## src/hw/rtl/mse_pkg.sv

```systemverilog
package mse_pkg;

  localparam int unsigned DataWords = 1024;
  localparam int unsigned DataAw = $clog2(DataWords);

  localparam logic [5:0] OpSpecial = 6'h00;
  localparam logic [5:0] OpJ       = 6'h02;
  localparam logic [5:0] OpJal     = 6'h03;
  localparam logic [5:0] OpBeq     = 6'h04;
  localparam logic [5:0] OpBne     = 6'h05;
  localparam logic [5:0] OpBlez    = 6'h06;
  localparam logic [5:0] OpBgtz    = 6'h07;
  localparam logic [5:0] OpAddi    = 6'h08;
  localparam logic [5:0] OpLui     = 6'h0F;
  localparam logic [5:0] OpLw      = 6'h23;
  localparam logic [5:0] OpSw      = 6'h2B;

  localparam logic [5:0] FnSll  = 6'h00;
  localparam logic [5:0] FnSrl  = 6'h02;
  localparam logic [5:0] FnJr   = 6'h08;
  localparam logic [5:0] FnMfhi = 6'h10;
  localparam logic [5:0] FnMflo = 6'h12;
  localparam logic [5:0] FnMult = 6'h18;
  localparam logic [5:0] FnDiv  = 6'h1A;
  localparam logic [5:0] FnAdd  = 6'h20;
  localparam logic [5:0] FnSub  = 6'h22;
  localparam logic [5:0] FnAnd  = 6'h24;
  localparam logic [5:0] FnOr   = 6'h25;
  localparam logic [5:0] FnXor  = 6'h26;
  localparam logic [5:0] FnSlt  = 6'h2A;

  typedef struct packed {
    logic [31:0] instruction_word;
  } in_item_t;

  typedef struct packed {
    logic [31:0] pc_after;
    logic        reg_written;
    logic [4:0]  reg_number;
    logic [31:0] reg_value;
    logic        mem_written;
    logic [31:0] hi_value;
    logic [31:0] lo_value;
    logic        status;
  } out_item_t;

  // shared iterative unit control
  typedef struct packed {
    logic        start;
    logic        is_div;
    logic [31:0] a;
    logic [31:0] b;
  } md_req_t;

  typedef struct packed {
    logic        done;
    logic [31:0] hi;
    logic [31:0] lo;
  } md_rsp_t;

endpackage

```

## src/hw/rtl/mse_muldiv.sv

```systemverilog
// Radix-2 shift/add multiplier and restoring divider, one bit per cycle.
module mse_muldiv (
  input  logic            clk_i,
  input  logic            rst_ni,
  input  mse_pkg::md_req_t req_i,
  output mse_pkg::md_rsp_t rsp_o
);
  import mse_pkg::*;

  logic        busy_q, busy_d;
  logic        div_q, div_d;
  logic [5:0]  cnt_q, cnt_d;
  logic [31:0] acc_q, acc_d;   // HI side
  logic [31:0] lo_q, lo_d;     // multiplier / dividend -> quotient
  logic [31:0] b_q, b_d;
  logic [32:0] sum;
  logic [32:0] rem_sh;
  logic [32:0] diff;

  always_comb begin
    sum    = {1'b0, acc_q} + (lo_q[0] ? {1'b0, b_q} : 33'd0);
    rem_sh = {acc_q, lo_q[31]};
    diff   = rem_sh - {1'b0, b_q};
  end

  always_comb begin
    busy_d = busy_q;
    div_d  = div_q;
    cnt_d  = cnt_q;
    acc_d  = acc_q;
    lo_d   = lo_q;
    b_d    = b_q;
    rsp_o.done = 1'b0;
    if (req_i.start) begin
      busy_d = 1'b1;
      div_d  = req_i.is_div;
      cnt_d  = 6'd0;
      acc_d  = '0;
      lo_d   = req_i.a;
      b_d    = req_i.b;
    end else if (busy_q) begin
      if (div_q) begin
        if (!diff[32]) begin
          acc_d = diff[31:0];
          lo_d  = {lo_q[30:0], 1'b1};
        end else begin
          acc_d = rem_sh[31:0];
          lo_d  = {lo_q[30:0], 1'b0};
        end
      end else begin
        acc_d = sum[32:1];
        lo_d  = {sum[0], lo_q[31:1]};
      end
      cnt_d = cnt_q + 6'd1;
      if (cnt_q == 6'd31) begin
        busy_d     = 1'b0;
        rsp_o.done = 1'b1;
      end
    end
    // divide by zero naturally yields quotient all ones and remainder a
    rsp_o.hi = acc_d;
    rsp_o.lo = lo_d;
  end

  always_ff @(posedge clk_i or negedge rst_ni) begin
    if (!rst_ni) begin
      busy_q <= 1'b0;
      div_q  <= 1'b0;
      cnt_q  <= '0;
    end else begin
      busy_q <= busy_d;
      div_q  <= div_d;
      cnt_q  <= cnt_d;
    end
  end

  always_ff @(posedge clk_i) begin
    acc_q <= acc_d;
    lo_q  <= lo_d;
    b_q   <= b_d;
  end
endmodule

```

## config.mk

```make
export PLATFORM = sky130hd
export DESIGN_NAME = mse_muldiv
export DESIGN_NICKNAME = d
export VERILOG_FILES = /design/src/hw/rtl/mse_pkg.sv /design/src/hw/rtl/mse_muldiv.sv
export SDC_FILE = /design/constraint.sdc
export NUM_CORES = 1
export LEC_CHECK = 0
export BUFFER_PORTS_ARGS = -buffer_cell sky130_fd_sc_hd__buf_2
export CORE_UTILIZATION = 58
export CTS_CLUSTER_SIZE = 12
export DETAILED_ROUTE_END_ITERATION = 10
export PLACE_DENSITY_LB_ADDON = 0.1
export SYNTH_ARGS = -nofsm -noshare
export SYNTH_HDL_FRONTEND = slang
export SYNTH_SLANG_ARGS = --single-unit
export TNS_END_PERCENT = 100
```

## constraint.sdc

```tcl
create_clock -name clk_i -period 3.95 [get_ports clk_i]
set_input_delay 0.5925 -clock clk_i [delete_from_list [all_inputs] [get_ports clk_i]]
set_output_delay 0.5925 -clock clk_i [all_outputs]
set_load 0.05 [all_outputs]
```

==> flow_metrics.env <==
export IMPL_run_status="finished, violations left"
export IMPL_violations="negative setup slack"
export IMPL_layout_min_cycle_time_ns=4.25
export IMPL_layout_commonest_cell="nand2_1"
export IMPL_drt_iter0_drc=806
export IMPL_p_switching_uw=3300
export IMPL_wire_per_inst_um=18.0
export IMPL_critPathRequiredTime_ns=3.36
export IMPL_avgSynthCellArea_um2=8.25
export IMPL_ys_seq_area_frac=0.302
export IMPL_die_area_um2=14400
export IMPL_fin_cells=1375
export IMPL_seqPwrFrac=0.216
export IMPL_cp_start_kind="register"
export IMPL_vias=8377
export IMPL_pwr_share_clk=0.129
export IMPL_viasPerCell=6.09
export IMPL_die_y_um=120
export IMPL_grt_pass1_vias=7885
export IMPL_hold_violations=0
export IMPL_synth_seq_cells=104
export IMPL_slew_violations=0
export IMPL_initial_core_util=0.603
export IMPL_core_area_um2=13400
export IMPL_slew_headroom=0.366
export IMPL_dr_pass1_iters=5
export IMPL_p_int_uw=3820
export IMPL_synthToLayoutAreaGrowth_pct=34.6
export IMPL_rsz0062_at_grt="true"
export IMPL_clock_latency_ns=0.37
export IMPL_clock_sinks=104
export IMPL_power_uw=7120
export IMPL_synth_distinct_cells=65
export IMPL_cts_buffers=9
export IMPL_port_buffers=132
export IMPL_hpwl_um=16800
export IMPL_tightest_slew_ns=0.951
export IMPL_rr_worst_depth=17
export IMPL_nNetsFinal=1329
export IMPL_synthCells=980
export IMPL_antenna_cells=0
export IMPL_hold_path_class="input port to asynchronous set/reset pin"
export IMPL_synth_top_cell_area_share=0.159
export IMPL_ys_warn_count=0
export IMPL_synth_edff_count=32
export IMPL_cts_clk_slew_worst_paths_ns=0.08
export IMPL_synth_largest_area_cell="dfxtp_1"
export IMPL_p_comb_frac=0.655
export IMPL_placed_cells=1326
export IMPL_die_x_um=120
export IMPL_cp_top_family="compound AO/OA/AOI/OAI gates"
export IMPL_antenna_left=0
export IMPL_syn_nets=1115
export IMPL_crit_type="register to primary output"
export IMPL_crit_slowest_cell="edfxtp_1"
export IMPL_gp_congestion=0.967
export IMPL_max_clock_path_buffers=2
export IMPL_synth_area_top_cells="dfxtp_1 (16%), edfxtp_1 (12%), ha_1 (10%)"
export IMPL_crit_fanout=2
export IMPL_power_leakage_uw=0.00507
export IMPL_crit_path_frequent_cell="a21oi_2"
export IMPL_drcViolationCount=0
export IMPL_syn_area_um2=8080
export IMPL_swShare=0.464
export IMPL_final_cell_mix="nand2_1 (111), buf_4 (108), buf_2 (98)"
export IMPL_powerDensity_nw_per_um2=655
export IMPL_grt_pass1_wl_um=38600
export IMPL_synthArstFlopShare=0.0769
export IMPL_synth_main_ff_cell="dfxtp_1"
export IMPL_drt_total_wl_um=24700
export IMPL_maxCapViolations=0
export IMPL_fin_skew_ns=0.0105
export IMPL_grt_total_usage=0.339
export IMPL_io_pins=133
export IMPL_crit_chain="and2_1 -> ha_2 -> inv_1 -> fa_2 -> nand2b_4 -> a21oi_2 -> o211ai_1 -> nand2_1 -> a21o_1 -> a21oi_2 -> o21ai_1 -> buf_4 -> a221oi_2 -> xor2_1 -> a211oi_2 -> buf_6"
export IMPL_std_cell_rows=42
export IMPL_grt_antenna_before_repair=0
export IMPL_cp_depth=16
export IMPL_fin_crit_sh=1.08
export IMPL_max_freq_mhz=235
export IMPL_ctsHtreeMaxLevel=3
export IMPL_slowest_delay_ns=0.39
export IMPL_setup_viol=33
export IMPL_ir_drop_mv=0.342
export IMPL_cts_root_buffer="clkbuf_16"
export IMPL_grt_max_degree=78
export IMPL_fin_ws_ns=-0.298
export IMPL_tritoncts="built"
export IMPL_worst_path_buf_inv=3
export IMPL_arrival_ns=3.66
export IMPL_end_kind="primary output"
export IMPL_drive_gt1_frac=0.324
export IMPL_grt_ovfl_total=0
==> flip-flops by register name, indices dropped and copies added (netlist names) <==
name and cells:
b_q 32, acc_q 32, cnt_q 6, div_q 1, lo_q 32, busy_q 1
==> power groups by stage <==
stage | clock, uW | combinational, uW | sequential, uW
3_5_place_dp | 0 | 3670 | 1520
2_1_floorplan | 0 | 2700 | 1440
3_3_place_gp | 0 | 3630 | 1520
6_report | 920 | 4660 | 1540
5_1_grt | 967 | 4960 | 1560
4_1_cts | 924 | 4260 | 1520
==> worst paths after layout <==
path                       slack, ns      from         to
min reg2reg                     0.54  cnt_q[5]     busy_q
min                             0.05    rst_ni   cnt_q[3]
max in group asynchronous       3.72    rst_ni      div_q
max                            -0.30    b_q[0]  rsp_o[55]
max reg2reg                     0.63    b_q[0]  acc_q[10]
min in group clk_i              0.40  req_i[3]     b_q[3]
==> layout make-up <==
| type | count | area [um^2] |
|---|---|---|
| tap | 176 | 220 |
| inverter | 47 | 176 |
| timing repair buffer | 251 | 1840 |
| fill | 869 | 2530 |
| multi-input combinational | 781 | 5900 |
| clock buffer | 10 | 239 |
| clock inverter | 6 | 56.3 |
| sequential | 104 | 2450 |
==> layer usage <==
layer	vias to the layer above	global-route usage	wire length (um)
met5	-	0	0
met4	0	0.155	837
met3	73	0.0856	2200
met2	407	0.543	11500
met1	3922	0.427	10100
li1	3975	-	-
==> what timing repair did <==
action | 4_1_cts | 5_1_grt
buffers inserted | 22 | 13
gates resized for setup | 147 | 46
pin swaps | 51 | 21
hold buffers | 0 | 0
gates cloned | 0 | 1
endpoints found under the setup margin | 33 | 33
==> cells by family after synthesis <==
family	share of synthesized area
xor gates and xnor gates	0.0640
AOI/OAI and AO/OA	0.241
and+or+nand+nor	0.170
adders and majority gates	0.106
muxes	0.0700
buffers and inverters	0.0469
DFF	0.302
==> through the flow <==
step                hold WS (ns)   util  setup WS, ns  TNS (ns)  instance area, um^2
global placement           0.444  0.711       -0.0347   -0.0745                 9530
detailed placement         0.445  0.711        -0.148    -0.952                 9530
CTS                       0.0515  0.788        -0.193     -3.62                10600
global route              0.0649  0.811        -0.361     -8.33                10900
finish                    0.0515  0.811        -0.298     -4.31                10900
floorplan                  0.297      -       -0.0591   -0.0953                 8180
==> synth_stat cells, drive strengths merged (4+ instances only) <==
cell type / number
dfxtp: 64
o21ai: 125
o211ai: 12
nor3: 13
nor2: 46
o21bai: 6
and3: 4
o21a: 6
buf: 12
nand2: 115
dfrtp: 8
nand4: 13
a31oi: 11
mux2: 4
a22oi: 13
mux2i: 52
edfxtp: 32
nand3: 10
nand2b: 15
or3: 4
clkbuf: 36
nor2b: 14
a211oi: 8
o221ai: 4
a21oi: 73
ha: 65
xor2: 25
a21o: 28
xnor2: 34
inv: 47
and2: 38
No activity file was read; power rests on OpenSTA's default activity.
